**src/hw/rtl/tpd_pkg.sv**
```systemverilog
// Package for the tracking packet deframer.
// Item, record and queue entry types, phase and code enums, register defaults.
// No dependencies.
`timescale 1ns / 1ps

package tpd_pkg;

    localparam int CFG_IDX_W   = 4;
    localparam int QUEUE_DEPTH = 4;
    localparam int QPTR_W      = 2;

    localparam logic [CFG_IDX_W-1:0] CFG_MAGIC_WORD = CFG_IDX_W'(0);
    localparam logic [CFG_IDX_W-1:0] CFG_NAME_LIMIT = CFG_IDX_W'(1);

    localparam logic [31:0] MAGIC_RESET = 32'h5246_5056;
    localparam logic [7:0]  LIMIT_RESET = 8'd52;
    localparam int          MIN_PACKET  = 16;
    localparam logic [1:0]  AXES        = 2'd3;

    typedef enum logic [2:0] {
        PH_MAGIC   = 3'd0,
        PH_TIME    = 3'd1,
        PH_WCOUNT  = 3'd2,
        PH_WEIGHTS = 3'd3,
        PH_PCOUNT  = 3'd4,
        PH_POSE    = 3'd5,
        PH_TAIL    = 3'd6
    } t_phase;

    typedef enum logic [2:0] {
        KIND_TIME   = 3'd0,
        KIND_WEIGHT = 3'd1,
        KIND_POSE_X = 3'd2,
        KIND_POSE_Y = 3'd3,
        KIND_POSE_Z = 3'd4,
        KIND_END    = 3'd5
    } t_kind;

    typedef enum logic [2:0] {
        ST_OK           = 3'd0,
        ST_TOO_SHORT    = 3'd1,
        ST_BAD_MAGIC    = 3'd2,
        ST_WEIGHT_SHORT = 3'd3,
        ST_NO_POSE_CNT  = 3'd4,
        ST_POSE_SHORT   = 3'd5
    } t_status;

    typedef struct packed {
        logic [7:0] data_byte;
        logic       last_byte;
    } t_in_item;

    typedef struct packed {
        logic [2:0]  record_kind;
        logic [15:0] element_index;
        logic [63:0] raw_value;
        logic [2:0]  packet_status;
        logic        end_of_packet;
    } t_out_item;

    // one entry per byte that causes output: a data record, a status, or both
    typedef struct packed {
        logic      has_rec;
        t_out_item rec;
        logic      has_stat;
        t_status   stat;
    } t_event;

    typedef struct packed {
        logic empty;
        logic full;
    } t_q_flags;

endpackage

```
**src/hw/rtl/tpd_parser.sv**
```systemverilog
// Front part of the deframer: byte parser, field assembly and status check.
// Holds the configuration registers. Depends on tpd_pkg.
`timescale 1ns / 1ps

module tpd_parser #(
    parameter int LENGTH_WIDTH = 21
) (
    input  logic                           i_clk,
    input  logic                           i_rst_n,
    input  logic                           i_accept,
    input  tpd_pkg::t_in_item              i_item,
    input  logic                           i_cfg_write,
    input  logic [tpd_pkg::CFG_IDX_W-1:0]  i_cfg_index,
    input  logic [31:0]                    i_cfg_data,
    output logic                           o_evt_valid,
    output tpd_pkg::t_event                o_evt
);

    localparam int SUMW = ((LENGTH_WIDTH > 20) ? LENGTH_WIDTH : 20) + 1;
    localparam logic [LENGTH_WIDTH-1:0] LEN_MAX = {LENGTH_WIDTH{1'b1}};

    tpd_pkg::t_phase         r_phase, n_phase;
    logic [3:0]              r_fbc, n_fbc;
    logic [63:0]             r_acc, n_acc;
    logic [LENGTH_WIDTH-1:0] r_len, n_len;
    logic                    r_magic_good, n_magic_good;
    logic [15:0]             r_wcount, n_wcount;
    logic [15:0]             r_widx, n_widx;
    logic [15:0]             r_lcount, n_lcount;
    logic [15:0]             r_lidx, n_lidx;
    logic [1:0]              r_axis, n_axis;
    logic [LENGTH_WIDTH-1:0] r_wend, n_wend;
    logic [LENGTH_WIDTH-1:0] r_pend, n_pend;
    logic [31:0]             r_magic_word;
    logic [7:0]              r_name_limit;

    logic [SUMW-1:0]         w_sum;
    logic [SUMW-1:0]         p_sum;
    tpd_pkg::t_event         evt;

    always_ff @(posedge i_clk) begin
        if (!i_rst_n) begin
            r_magic_word <= tpd_pkg::MAGIC_RESET;
            r_name_limit <= tpd_pkg::LIMIT_RESET;
        end else if (i_cfg_write) begin
            if (i_cfg_index == tpd_pkg::CFG_MAGIC_WORD) begin
                r_magic_word <= i_cfg_data;
            end else if (i_cfg_index == tpd_pkg::CFG_NAME_LIMIT) begin
                r_name_limit <= i_cfg_data[7:0];
            end
        end
    end

    always_ff @(posedge i_clk) begin
        if (!i_rst_n) begin
            r_phase      <= tpd_pkg::PH_MAGIC;
            r_fbc        <= '0;
            r_acc        <= '0;
            r_len        <= '0;
            r_magic_good <= 1'b1;
            r_wcount     <= '0;
            r_widx       <= '0;
            r_lcount     <= '0;
            r_lidx       <= '0;
            r_axis       <= '0;
            r_wend       <= '0;
            r_pend       <= '0;
        end else begin
            r_phase      <= n_phase;
            r_fbc        <= n_fbc;
            r_acc        <= n_acc;
            r_len        <= n_len;
            r_magic_good <= n_magic_good;
            r_wcount     <= n_wcount;
            r_widx       <= n_widx;
            r_lcount     <= n_lcount;
            r_lidx       <= n_lidx;
            r_axis       <= n_axis;
            r_wend       <= n_wend;
            r_pend       <= n_pend;
        end
    end

    always_comb begin
        n_phase      = r_phase;
        n_fbc        = r_fbc;
        n_acc        = r_acc;
        n_len        = r_len;
        n_magic_good = r_magic_good;
        n_wcount     = r_wcount;
        n_widx       = r_widx;
        n_lcount     = r_lcount;
        n_lidx       = r_lidx;
        n_axis       = r_axis;
        n_wend       = r_wend;
        n_pend       = r_pend;
        w_sum        = '0;
        p_sum        = '0;
        evt          = '0;

        if (i_accept) begin
            if (r_len != LEN_MAX) begin
                n_len = r_len + LENGTH_WIDTH'(1);
            end

            if (r_phase != tpd_pkg::PH_MAGIC && r_phase != tpd_pkg::PH_TAIL) begin
                for (int k = 0; k < 8; k++) begin
                    if (r_fbc[2:0] == 3'(k)) begin
                        n_acc[8*k +: 8] = r_acc[8*k +: 8] | i_item.data_byte;
                    end
                end
                n_fbc = r_fbc + 4'd1;
            end

            case (r_phase)
                tpd_pkg::PH_MAGIC: begin
                    if (i_item.data_byte != r_magic_word[8*r_fbc[1:0] +: 8]) begin
                        n_magic_good = 1'b0;
                    end
                    n_fbc = r_fbc + 4'd1;
                    if (n_fbc >= 4'd4) begin
                        n_fbc   = '0;
                        n_acc   = '0;
                        n_phase = tpd_pkg::PH_TIME;
                    end
                end
                tpd_pkg::PH_TIME: begin
                    if (n_fbc >= 4'd8) begin
                        evt.has_rec               = 1'b1;
                        evt.rec.record_kind       = tpd_pkg::KIND_TIME;
                        evt.rec.raw_value         = n_acc;
                        n_fbc   = '0;
                        n_acc   = '0;
                        n_phase = tpd_pkg::PH_WCOUNT;
                    end
                end
                tpd_pkg::PH_WCOUNT: begin
                    if (n_fbc >= 4'd2) begin
                        n_wcount = n_acc[15:0];
                        w_sum    = SUMW'(n_len) + SUMW'({n_acc[15:0], 2'b00});
                        n_wend   = (w_sum > SUMW'(LEN_MAX)) ? LEN_MAX
                                                            : w_sum[LENGTH_WIDTH-1:0];
                        n_widx   = '0;
                        n_fbc    = '0;
                        n_acc    = '0;
                        if (n_wcount == 16'd0 || r_name_limit == 8'd0) begin
                            n_phase = tpd_pkg::PH_PCOUNT;
                        end else begin
                            n_phase = tpd_pkg::PH_WEIGHTS;
                        end
                    end
                end
                tpd_pkg::PH_WEIGHTS: begin
                    if (n_fbc >= 4'd4) begin
                        evt.has_rec               = 1'b1;
                        evt.rec.record_kind       = tpd_pkg::KIND_WEIGHT;
                        evt.rec.element_index     = r_widx;
                        evt.rec.raw_value         = {32'd0, n_acc[31:0]};
                        n_widx = r_widx + 16'd1;
                        n_fbc  = '0;
                        n_acc  = '0;
                        if (n_widx >= r_wcount || n_widx >= 16'(r_name_limit)) begin
                            n_phase = tpd_pkg::PH_PCOUNT;
                        end
                    end
                end
                tpd_pkg::PH_PCOUNT: begin
                    if (n_fbc >= 4'd2) begin
                        n_lcount = n_acc[15:0];
                        p_sum    = SUMW'(n_len) + SUMW'({n_acc[15:0], 3'b000})
                                 + SUMW'({n_acc[15:0], 2'b00});
                        n_pend   = (p_sum > SUMW'(LEN_MAX)) ? LEN_MAX
                                                            : p_sum[LENGTH_WIDTH-1:0];
                        n_lidx   = '0;
                        n_axis   = '0;
                        n_fbc    = '0;
                        n_acc    = '0;
                        n_phase  = (n_lcount == 16'd0) ? tpd_pkg::PH_TAIL
                                                       : tpd_pkg::PH_POSE;
                    end
                end
                tpd_pkg::PH_POSE: begin
                    if (n_fbc >= 4'd4) begin
                        evt.has_rec               = 1'b1;
                        evt.rec.record_kind       = 3'(tpd_pkg::KIND_POSE_X) + 3'(r_axis);
                        evt.rec.element_index     = r_lidx;
                        evt.rec.raw_value         = {32'd0, n_acc[31:0]};
                        n_fbc  = '0;
                        n_acc  = '0;
                        n_axis = r_axis + 2'd1;
                        if (n_axis >= tpd_pkg::AXES) begin
                            n_axis = '0;
                            n_lidx = r_lidx + 16'd1;
                            if (n_lidx >= r_lcount) begin
                                n_phase = tpd_pkg::PH_TAIL;
                            end
                        end
                    end
                end
                default: begin
                end
            endcase

            if (i_item.last_byte) begin
                evt.has_stat = 1'b1;
                if (n_len < LENGTH_WIDTH'(tpd_pkg::MIN_PACKET)) begin
                    evt.stat = tpd_pkg::ST_TOO_SHORT;
                end else if (!n_magic_good) begin
                    evt.stat = tpd_pkg::ST_BAD_MAGIC;
                end else if (n_wend > n_len) begin
                    evt.stat = tpd_pkg::ST_WEIGHT_SHORT;
                end else if (n_phase != tpd_pkg::PH_POSE && n_phase != tpd_pkg::PH_TAIL) begin
                    evt.stat = tpd_pkg::ST_NO_POSE_CNT;
                end else if (n_pend > n_len) begin
                    evt.stat = tpd_pkg::ST_POSE_SHORT;
                end else begin
                    evt.stat = tpd_pkg::ST_OK;
                end
                n_phase      = tpd_pkg::PH_MAGIC;
                n_fbc        = '0;
                n_acc        = '0;
                n_len        = '0;
                n_magic_good = 1'b1;
                n_wcount     = '0;
                n_widx       = '0;
                n_lcount     = '0;
                n_lidx       = '0;
                n_axis       = '0;
                n_wend       = '0;
                n_pend       = '0;
            end
        end
    end

    assign o_evt       = evt;
    assign o_evt_valid = evt.has_rec | evt.has_stat;

endmodule

```
**src/hw/rtl/tpd_queue.sv**
```systemverilog
// Short event queue between the parser and the record emitter.
// Register file with read and write pointers. Depends on tpd_pkg.
`timescale 1ns / 1ps

module tpd_queue (
    input  logic              i_clk,
    input  logic              i_rst_n,
    input  logic              i_push,
    input  tpd_pkg::t_event   i_evt,
    input  logic              i_pop,
    output tpd_pkg::t_event   o_head,
    output tpd_pkg::t_q_flags o_flags
);

    tpd_pkg::t_event                r_mem [tpd_pkg::QUEUE_DEPTH];
    logic [tpd_pkg::QPTR_W-1:0]     r_wr_ptr, n_wr_ptr;
    logic [tpd_pkg::QPTR_W-1:0]     r_rd_ptr, n_rd_ptr;
    logic [tpd_pkg::QPTR_W:0]       r_count, n_count;
    logic                           do_push;
    logic                           do_pop;

    assign o_flags.empty = (r_count == '0);
    assign o_flags.full  = (r_count == (tpd_pkg::QPTR_W+1)'(tpd_pkg::QUEUE_DEPTH));
    assign do_push       = i_push & ~o_flags.full;
    assign do_pop        = i_pop & ~o_flags.empty;
    assign o_head        = r_mem[r_rd_ptr];

    always_comb begin
        n_wr_ptr = do_push ? r_wr_ptr + 1'b1 : r_wr_ptr;
        n_rd_ptr = do_pop  ? r_rd_ptr + 1'b1 : r_rd_ptr;
        n_count  = r_count;
        if (do_push && !do_pop) begin
            n_count = r_count + 1'b1;
        end else if (!do_push && do_pop) begin
            n_count = r_count - 1'b1;
        end
    end

    always_ff @(posedge i_clk) begin
        if (do_push) begin
            r_mem[r_wr_ptr] <= i_evt;
        end
    end

    always_ff @(posedge i_clk) begin
        if (!i_rst_n) begin
            r_wr_ptr <= '0;
            r_rd_ptr <= '0;
            r_count  <= '0;
        end else begin
            r_wr_ptr <= n_wr_ptr;
            r_rd_ptr <= n_rd_ptr;
            r_count  <= n_count;
        end
    end

endmodule

```
**src/hw/rtl/tpd_emitter.sv**
```systemverilog
// Back part of the deframer: turns queue entries into output records.
// Data record first, then the status record; output register. Depends on tpd_pkg.
`timescale 1ns / 1ps

module tpd_emitter (
    input  logic              i_clk,
    input  logic              i_rst_n,
    input  tpd_pkg::t_event   i_head,
    input  tpd_pkg::t_q_flags i_flags,
    output logic              o_pop,
    output logic              o_out_valid,
    input  logic              i_out_stall,
    output tpd_pkg::t_out_item o_out
);

    logic               r_out_valid, n_out_valid;
    tpd_pkg::t_out_item r_out, n_out;
    logic               r_rec_done, n_rec_done;
    logic               can_load;

    assign can_load = ~r_out_valid | ~i_out_stall;

    always_comb begin
        n_out_valid = r_out_valid & i_out_stall;
        n_out       = r_out;
        n_rec_done  = r_rec_done;
        o_pop       = 1'b0;
        if (can_load && !i_flags.empty) begin
            n_out_valid = 1'b1;
            if (i_head.has_rec && !r_rec_done) begin
                n_out = i_head.rec;
                if (i_head.has_stat) begin
                    n_rec_done = 1'b1;
                end else begin
                    o_pop = 1'b1;
                end
            end else begin
                n_out               = '0;
                n_out.record_kind   = tpd_pkg::KIND_END;
                n_out.packet_status = i_head.stat;
                n_out.end_of_packet = 1'b1;
                n_rec_done          = 1'b0;
                o_pop               = 1'b1;
            end
        end
    end

    always_ff @(posedge i_clk) begin
        if (!i_rst_n) begin
            r_out_valid <= 1'b0;
            r_rec_done  <= 1'b0;
        end else begin
            r_out_valid <= n_out_valid;
            r_rec_done  <= n_rec_done;
        end
    end

    always_ff @(posedge i_clk) begin
        r_out <= n_out;
    end

    assign o_out_valid = r_out_valid;
    assign o_out       = r_out;

endmodule

```
**src/hw/rtl/tracking_packet_deframer.sv**
```systemverilog
// Top level of the tracking packet deframer: parser, event queue, emitter.
// Depends on tpd_pkg, tpd_parser, tpd_queue, tpd_emitter.
//
//   channel | direction | handshake          | beat
//   --------+-----------+--------------------+------------------------------
//   in      | input     | i_in_valid/o_in_stall   | one datagram byte + last mark
//   out     | output    | o_out_valid/i_out_stall | one record
//   cfg     | input     | i_cfg_valid/o_cfg_ready | register index + write data
//
// One byte per cycle unless the event queue is full; its records go through the
// queue to the output register. A last byte closing a field yields two records.
// The input stalls only while the four-entry event queue is full.
// Synchronous active-low reset; configuration registers return to defaults.
`timescale 1ns / 1ps

module tracking_packet_deframer #(
    parameter int LENGTH_WIDTH = 21
) (
    input  logic                           i_clk,
    input  logic                           i_rst_n,
    input  logic                           i_in_valid,
    output logic                           o_in_stall,
    input  tpd_pkg::t_in_item              i_in,
    output logic                           o_out_valid,
    input  logic                           i_out_stall,
    output tpd_pkg::t_out_item             o_out,
    input  logic                           i_cfg_valid,
    output logic                           o_cfg_ready,
    input  logic [tpd_pkg::CFG_IDX_W-1:0]  i_cfg_index,
    input  logic [31:0]                    i_cfg_data
);

    logic              in_accept;
    logic              evt_valid;
    tpd_pkg::t_event   evt;
    tpd_pkg::t_event   head;
    tpd_pkg::t_q_flags flags;
    logic              pop;

    assign o_cfg_ready = 1'b1;
    assign o_in_stall  = flags.full;
    assign in_accept   = i_in_valid & ~flags.full;

    tpd_parser #(
        .LENGTH_WIDTH (LENGTH_WIDTH)
    ) u_parser (
        .i_clk       (i_clk),
        .i_rst_n     (i_rst_n),
        .i_accept    (in_accept),
        .i_item      (i_in),
        .i_cfg_write (i_cfg_valid & o_cfg_ready),
        .i_cfg_index (i_cfg_index),
        .i_cfg_data  (i_cfg_data),
        .o_evt_valid (evt_valid),
        .o_evt       (evt)
    );

    tpd_queue u_queue (
        .i_clk   (i_clk),
        .i_rst_n (i_rst_n),
        .i_push  (evt_valid),
        .i_evt   (evt),
        .i_pop   (pop),
        .o_head  (head),
        .o_flags (flags)
    );

    tpd_emitter u_emitter (
        .i_clk       (i_clk),
        .i_rst_n     (i_rst_n),
        .i_head      (head),
        .i_flags     (flags),
        .o_pop       (pop),
        .o_out_valid (o_out_valid),
        .i_out_stall (i_out_stall),
        .o_out       (o_out)
    );

endmodule

```
**config.mk**
```make
export PLATFORM = sky130hd
export DESIGN_NAME = tracking_packet_deframer
export DESIGN_NICKNAME = d
export VERILOG_FILES = /design/src/hw/rtl/tpd_pkg.sv /design/src/hw/rtl/tpd_parser.sv /design/src/hw/rtl/tpd_queue.sv /design/src/hw/rtl/tpd_emitter.sv /design/src/hw/rtl/tracking_packet_deframer.sv
export SDC_FILE = /design/constraint.sdc
export NUM_CORES = 1
export LEC_CHECK = 0
export BUFFER_PORTS_ARGS = -buffer_cell sky130_fd_sc_hd__buf_2
export CAP_MARGIN = 10
export CORE_MARGIN = 3
export CORE_UTILIZATION = 40
export DETAILED_ROUTE_END_ITERATION = 8
export PLACE_DENSITY = 0.59
export SYNTH_ARGS = -nofsm -noshare
export SYNTH_HDL_FRONTEND = slang
export SYNTH_SLANG_ARGS = --single-unit
```
**constraint.sdc**
```tcl
create_clock -name i_clk -period 8.25 [get_ports i_clk]
set_input_delay 1.65 -clock i_clk [delete_from_list [all_inputs] [get_ports i_clk]]
set_output_delay 1.65 -clock i_clk [all_outputs]
set_load 0.05 [all_outputs]
```
==> results.json, run 1 <==
{
  "status": "complete, no violations",
  "synth_edf_count": 439,
  "ys_async_sr_fraction_pct": 0,
  "crit_path_start": "u_parser.r_phase[2]",
  "crit_end": "u_queue.r_mem[2][2]",
  "grt_overflow": 0,
  "synth.most_common_cell": "edfxtp_1",
  "start_util_pct": 40.5,
  "cts_hold_buf": 0,
  "cp_cell_sequence": "xnor2_2 -> nand2_1 -> and3_1 -> a21oi_1 -> inv_1 -> fa_1 -> ha_1 -> a21o_1 -> a21oi_1 -> nand3b_1 -> nand3b_1 -> a31oi_1 -> o21bai_1 -> a21o_1 -> xnor2_1 -> a21oi_1 -> ha_1 -> nand4_1 -> nor3_1 -> and4_1 -> and2_1 -> nor3b_1 -> a21oi_1 -> a2111oi_2",
  "syn_area_um2": 32600,
  "max_slew.worst_pin.slew_ns": 1.21,
  "maxSlewViolCount": 0,
  "grt_pass1_wl_mm": 137,
  "avgRoutedWirePerCell_um": 22.6,
  "setup_viol": 0,
  "crit_top_cell": "a21oi_1",
  "power_density_nw_per_um2": 263,
  "yosysTopAreaCell": "edfxtp_1",
  "p_leak_nw": 13.4,
  "clockBufferDepth": 3,
  "regToRegEndpoint": "u_queue.r_mem[2][2]",
  "stdcell_count": 3958,
  "syn_to_final_growth_pct": 13.7,
  "crit_type": "reg2reg",
  "cts_tree": "built",
  "routed_wl_mm": 89.5,
  "synth_area_leaders": "edfxtp_1 (40%), dfxtp_1 (15%), mux4_2 (6.6%), ha_1 (5.3%), nor2b_1 (3.4%)",
  "cap_violations": 0,
  "die_w_um": 292,
  "synthFlopType": "edfxtp_1",
  "r2r_setup_slack_ns": 0.66,
  "drive_gt1_share_pct": 15.9,
  "clkTransAtPathRegs_ns": 0.06,
  "cp.arrival_ns": 7.95,
  "h-tree-depth": 3,
  "grt_max_degree": 98,
  "yosys.area.top_type_share_pct": 40.4,
  "reg2reg_depth": 24,
  "finalCriticalPeriod_ns": 7.59,
  "hold_viol_final": 0,
  "cts-root-buf": "clkbuf_16",
  "synth_commonest_cells": "edfxtp_1 (439), dfxtp_1 (252), nor2_1 (179)",
  "yosys_warnings": 0,
  "dr.pass1.iters": 5,
  "fin_nets": 3037,
  "hold_path.class": "reg2reg",
  "critical_path.startpoint_type": "register",
  "place_congestion": 0.908,
  "max_slew_margin_pct": 19.5,
  "synth_fp_nets": 2923,
  "ys_ff_latch": 691,
  "postCtsSetupRepairBufs": 0,
  "max_freq_mhz": 132,
  "avgViaCountPerCell": 5.63,
  "antenna_found_initial": 4,
  "cts_sinks": 691,
  "numCtsBuffers": 76,
  "syn_avg_cell_area_um2": 12.0,
  "synth_cells": 2719,
  "yosysUniqueCellTypes": 85,
  "rows": 104,
  "ios": 140,
  "drcViolationCount": 0,
  "vias": 22300,
  "irDropWorstVdd_uv": 153,
  "crit_required_ns": 8.61,
  "cts_resized": 0,
  "cp-end-kind": "register",
  "dp.cells": 3814,
  "totalNegativeSetupSlack_ns": 0,
  "crit_fanout": 17,
  "die_h_um": 292,
  "r2r_start": "u_parser.r_phase[2]",
  "io_buffers": 138,
  "dp_hpwl_mm": 61.4,
  "die_area_um2": 85100,
  "finalClockSkew_ns": 0.0350,
  "grt_setup_unrepaired": "false",
  "grt_pass1_vias": 22700,
  "core-area_um2": 80700,
  "critPathMaxStageDelay_ns": 0.74,
  "clock_latency_ns": 0.64,
  "gr-usage-all-layers_pct": 20.9,
  "drtAntennaViolNets": 0,
  "min_period_over_period_pct": 92.0,
  "first_iter_violations": 1833,
  "yosysSeqAreaShare_pct": 55.8,
  "cpMaxStageDelayCell": "dfxtp_1"
}
-- cell families after synthesis --
| group | after synthesis | synth area share [%] |
|---|---|---|
| simple gates | 808 | 12.8 |
| flops | 691 | 55.8 |
| compound gates | 587 | 12.2 |
| buf+inv | 275 | 3.25 |
| fa+ha+maj | 155 | 6.33 |
| mux | 111 | 7.09 |
| xor+xnor | 91 | 2.51 |
| other cells | 1 | 0.0115 |
-- area by class of cell --
| type | count | area (um2) |
|---|---|---|
| inverter | 119 | 447 |
| multi-input combinational | 1753 | 13400 |
| sequential | 691 | 18200 |
| tap | 1060 | 1330 |
| clock inverter | 41 | 435 |
| fill | 7309 | 43600 |
| antenna | 1 | 2.50 |
| clock buffer | 101 | 2160 |
| timing repair buffer | 192 | 1100 |
-- layout by cell type, fill, tap and decap left out, types with 15 or more instances in the layout --
| master | n |
|---|---|
| dfxtp_1 | 250 |
| ha_1 | 137 |
| o21ai_0 | 78 |
| nor2_1 | 178 |
| and3_1 | 19 |
| a21o_1 | 47 |
| nand3_1 | 80 |
| and2_1 | 29 |
| buf_2 | 137 |
| nor2b_1 | 174 |
| nor3_1 | 36 |
| nand3b_1 | 15 |
| inv_1 | 117 |
| o22a_1 | 16 |
| nand4_1 | 31 |
| buf_4 | 55 |
| fa_1 | 17 |
| o2bb2ai_1 | 49 |
| xnor2_1 | 60 |
| edfxtp_1 | 439 |
| a22oi_1 | 71 |
| a21boi_0 | 51 |
| xor2_1 | 28 |
| a21oi_1 | 161 |
| mux4_2 | 96 |
| nand2_1 | 172 |
| clkbuf_16 | 79 |
-- worst min-delay path by stage --
stage | from | depth (start not counted) | endpoint | slack (ns)
2_1_floorplan | u_parser.r_acc[0] | 1 | u_parser.r_acc[0] | 0.43
3_3_place_gp | u_parser.r_acc[49] | 1 | u_parser.r_acc[49] | 0.44
3_5_place_dp | u_parser.r_acc[29] | 1 | u_parser.r_acc[29] | 0.45
4_1_cts | u_parser.r_acc[19] | 1 | u_parser.r_acc[19] | 0.47
5_1_grt | u_parser.r_acc[20] | 1 | u_parser.r_acc[20] | 0.48
6_report | u_parser.r_acc[25] | 1 | u_parser.r_acc[25] | 0.47
-- power by group --
group | internal, mW | switching, mW | total, mW | leakage [nW]
registers | 4.08 | 0.138 | 4.22 | 6.05
logic | 0.586 | 1.50 | 2.08 | 6.11
clock network | 2.00 | 1.44 | 3.44 | 1.26
total | 6.67 | 3.08 | 9.75 | 13.4
-- worst max-delay path, delay by kind of cell (launching register included) --
kind,cells,cell delay [ns]
xor gates and xnor gates,2,0.41
DFF,1,0.74
AOI/OAI and AO/OA,9,2.36
and+or+nand+nor,9,2.14
buffers and inverters,1,0.42
adders and majority gates,3,1.21
-- layer usage --
| metal | global-route usage, % | routed length, um | up-vias |
|---|---|---|---|
| li1 | - | - | 10300 |
| met1 | 28.1 | 39200 | 11200 |
| met2 | 35.0 | 43200 | 659 |
| met3 | 2.75 | 4450 | 155 |
| met4 | 6.88 | 2580 | 0 |
| met5 | 0 | 0 | - |
-- per-stage QoR --
stage               hold slack [ns]  setup WS (ns)  area (um2)  power (mW)  utilization [%]
floorplan                     0.433           1.80       32600        5.87                -
global placement              0.445          0.409       34500        6.39             42.8
detailed placement            0.447          0.453       34500        6.42             42.8
CTS                           0.466          0.686       37100        9.88             46.0
global route                  0.479          0.233       37100        10.1             46.0
finish                        0.467          0.658       37100        9.75             46.0
-- flip-flops by register name (all words and copies together) (netlist names), 2 cells and up, named ones only --
register and count:
u_queue.r_wr_ptr 2, u_parser.r_lcount 16, u_parser.r_acc 64, u_parser.r_wend 21
u_parser.r_widx 16, u_parser.r_lidx 16, u_parser.r_len 21, u_queue.r_count 3
u_queue.r_mem 352, u_parser.r_pend 21, u_parser.r_wcount 16, u_queue.r_rd_ptr 2
u_parser.r_magic_word 32, u_parser.r_name_limit 8, u_parser.r_fbc 4, u_parser.r_axis 2
u_emitter.o_out 87, u_parser.r_phase 3
Note: power is estimated with default switching activity, not from simulation.
==> run 2, diff against run 1 <==
--- a/config.mk
+++ b/config.mk
@@ -10,7 +10,7 @@
 export CORE_MARGIN = 3
 export CORE_UTILIZATION = 40
 export DETAILED_ROUTE_END_ITERATION = 8
-export PLACE_DENSITY = 0.59
+export PLACE_DENSITY = 0.57
 export SYNTH_ARGS = -nofsm -noshare
 export SYNTH_HDL_FRONTEND = slang
 export SYNTH_SLANG_ARGS = --single-unit
==> constraint.sdc (replaced) <==
create_clock -name i_clk -period 7.5 [get_ports i_clk]
set_input_delay 1.5 -clock i_clk [delete_from_list [all_inputs] [get_ports i_clk]]
set_output_delay 1.5 -clock i_clk [all_outputs]
set_load 0.05 [all_outputs]
==> results.json, run 2 (same netlist as run 1, synthesis figures left out) <==
{
  "grt.met3_usage_pct": 2.67,
  "gr-usage-all-layers_pct": 21.3,
  "dpl_worst_slack_ns": 0.265,
  "grt_use_met1_pct": 28.5,
  "grt_max_degree": 99,
  "syn_to_final_growth_pct": 15.3,
  "multi_input_area_um2": 13400,
  "grt_util_met2_pct": 36.3,
  "diodes": 0,
  "dp.cells": 3849,
  "final_common_cell": "edfxtp_1",
  "hold_path.class": "reg2reg",
  "cap_violations": 0,
  "hold_slack_ns": 0.462,
  "cp-end-kind": "register",
  "io_buffers": 138,
  "maxSlewViolCount": 0,
  "die_w_um": 292,
  "finalClockSkew_ns": 0.0397,
  "totalNegativeSetupSlack_ns": 0,
  "grt_overflow": 0,
  "critical_path.startpoint_type": "register",
  "rows": 104,
  "final_cell_mix": "edfxtp_1 (439), dfxtp_1 (250), nor2_1 (178), nor2b_1 (174), nand2_1 (172)",
  "grt_pass1_vias": 22400,
  "crit_required_ns": 7.83,
  "max_freq_mhz": 145,
  "hold_viol_final": 0,
  "seq_area_um2": 18200,
  "clock_latency_ns": 0.64,
  "antenna_found_initial": 1,
  "largest-register": "u_queue.r_mem",
  "drcViolationCount": 0,
  "postCtsSetupRepairBufs": 0,
  "fill_cells": 7314,
  "numCtsBuffers": 80,
  "cp.arrival_ns": 7.25,
  "first_iter_violations": 1890,
  "cpMaxStageDelayCell": "dfxtp_1",
  "power_density_nw_per_um2": 292,
  "crit_type": "reg2reg",
  "start_util_pct": 40.5,
  "grt-busiest-layer": "met2",
  "die_area_um2": 85100,
  "cts_sinks": 691,
  "drive_gt1_share_pct": 17.3,
  "grt_setup_unrepaired": "false",
  "clockBufferDepth": 3,
  "switching_share_pct": 30.8,
  "min_period_over_period_pct": 92.2,
  "critPathMaxStageDelay_ns": 0.55,
  "p_leak_nw": 13.6,
  "max_slew_margin_pct": 19.3,
  "power_frac_comb_pct": 21.0,
  "status": "complete, no violations",
  "utilization_pct": 46.6,
  "avgRoutedWirePerCell_um": 22.9,
  "crit_top_cell": "a21oi_1",
  "net-switching-power_mw": 3.39,
  "p_int_mw": 7.59,
  "finalCriticalPeriod_ns": 6.92,
  "cts_hold_buf": 0,
  "clkTransAtPathRegs_ns": 0.06,
  "vias": 22300,
  "worst_slack_ns": 0.581,
  "routed_wl_mm": 91.4,
  "cts_tree": "built",
  "grt_pass1_wl_mm": 140,
  "fin_nets": 3076,
  "largest_register_ffs": 352,
  "ios": 140,
  "h-tree-depth": 3,
  "dp_hpwl_mm": 63.4,
  "max_slew.worst_pin.slew_ns": 1.21,
  "pwr-share-seq_pct": 42.1,
  "setup_viol": 0,
  "p_clk_share_pct": 36.8,
  "stdcell_count": 3998,
  "avgViaCountPerCell": 5.59,
  "irDropWorstVdd_uv": 174,
  "drtAntennaViolNets": 0,
  "place_congestion": 0.898,
  "cts_resized": 0,
  "cts-root-buf": "clkbuf_16",
  "die_h_um": 292,
  "dr.pass1.iters": 5,
  "crit_fanout": 11,
  "core-area_um2": 80700
}
-- run 2: worst paths after layout --
kind | start | endpoint | cells past startpoint | slack [ns]
max reg2reg | u_parser.r_len[4] | u_queue.r_mem[2][2] | 28 | 0.58
max | u_parser.r_len[4] | u_queue.r_mem[2][2] | 28 | 0.58
min reg2reg | u_parser.r_acc[47] | u_parser.r_acc[47] | 1 | 0.46
min | u_parser.r_acc[47] | u_parser.r_acc[47] | 1 | 0.46
-- run 2: worst max-delay path: cells and delay by family, from the launching register on --
| family | cells | cell delay, ns |
|---|---|---|
| AO/OA/AOI/OAI | 8 | 1.47 |
| flip-flops | 1 | 0.55 |
| AND/OR/NAND/NOR | 11 | 2.34 |
| buffers and inverters | 4 | 0.63 |
| XOR/XNOR | 2 | 0.50 |
| adder cells (fa/ha/maj) | 3 | 1.13 |
-- run 2: per-stage QoR --
stage | area [um2] | total power [mW]
floorplan | 32600 | 6.46
global placement | 34800 | 7.04
detailed placement | 34800 | 7.07
CTS | 37600 | 11.1
global route | 37600 | 11.4
finish | 37600 | 11.0
-- run 2: layout make-up --
class | count | area share (%)
clock buffers | 122 | 6.43
clock inverters | 26 | 1.02
inverters | 119 | 1.19
multi-input cells | 1753 | 35.7
flip-flops and latches | 691 | 48.5
well taps | 1060 | 3.52
repair buffers | 227 | 3.66
-- run 2: per-layer routing --
metal	routed length (um)	part of all wire (%)
met5	0	0
met2	44800	49
met3	3840	4.2
met4	2680	2.9
met1	40100	44
-- run 2: power by group through the flow --
stage,clock network [mW],registers (mW),logic (mW)
floorplan,0,5.56,0.894
CTS,4.14,4.64,2.36
detailed placement,0,4.71,2.36
finish,4.04,4.63,2.31
global route,4.30,4.67,2.45
global placement,0,4.70,2.34
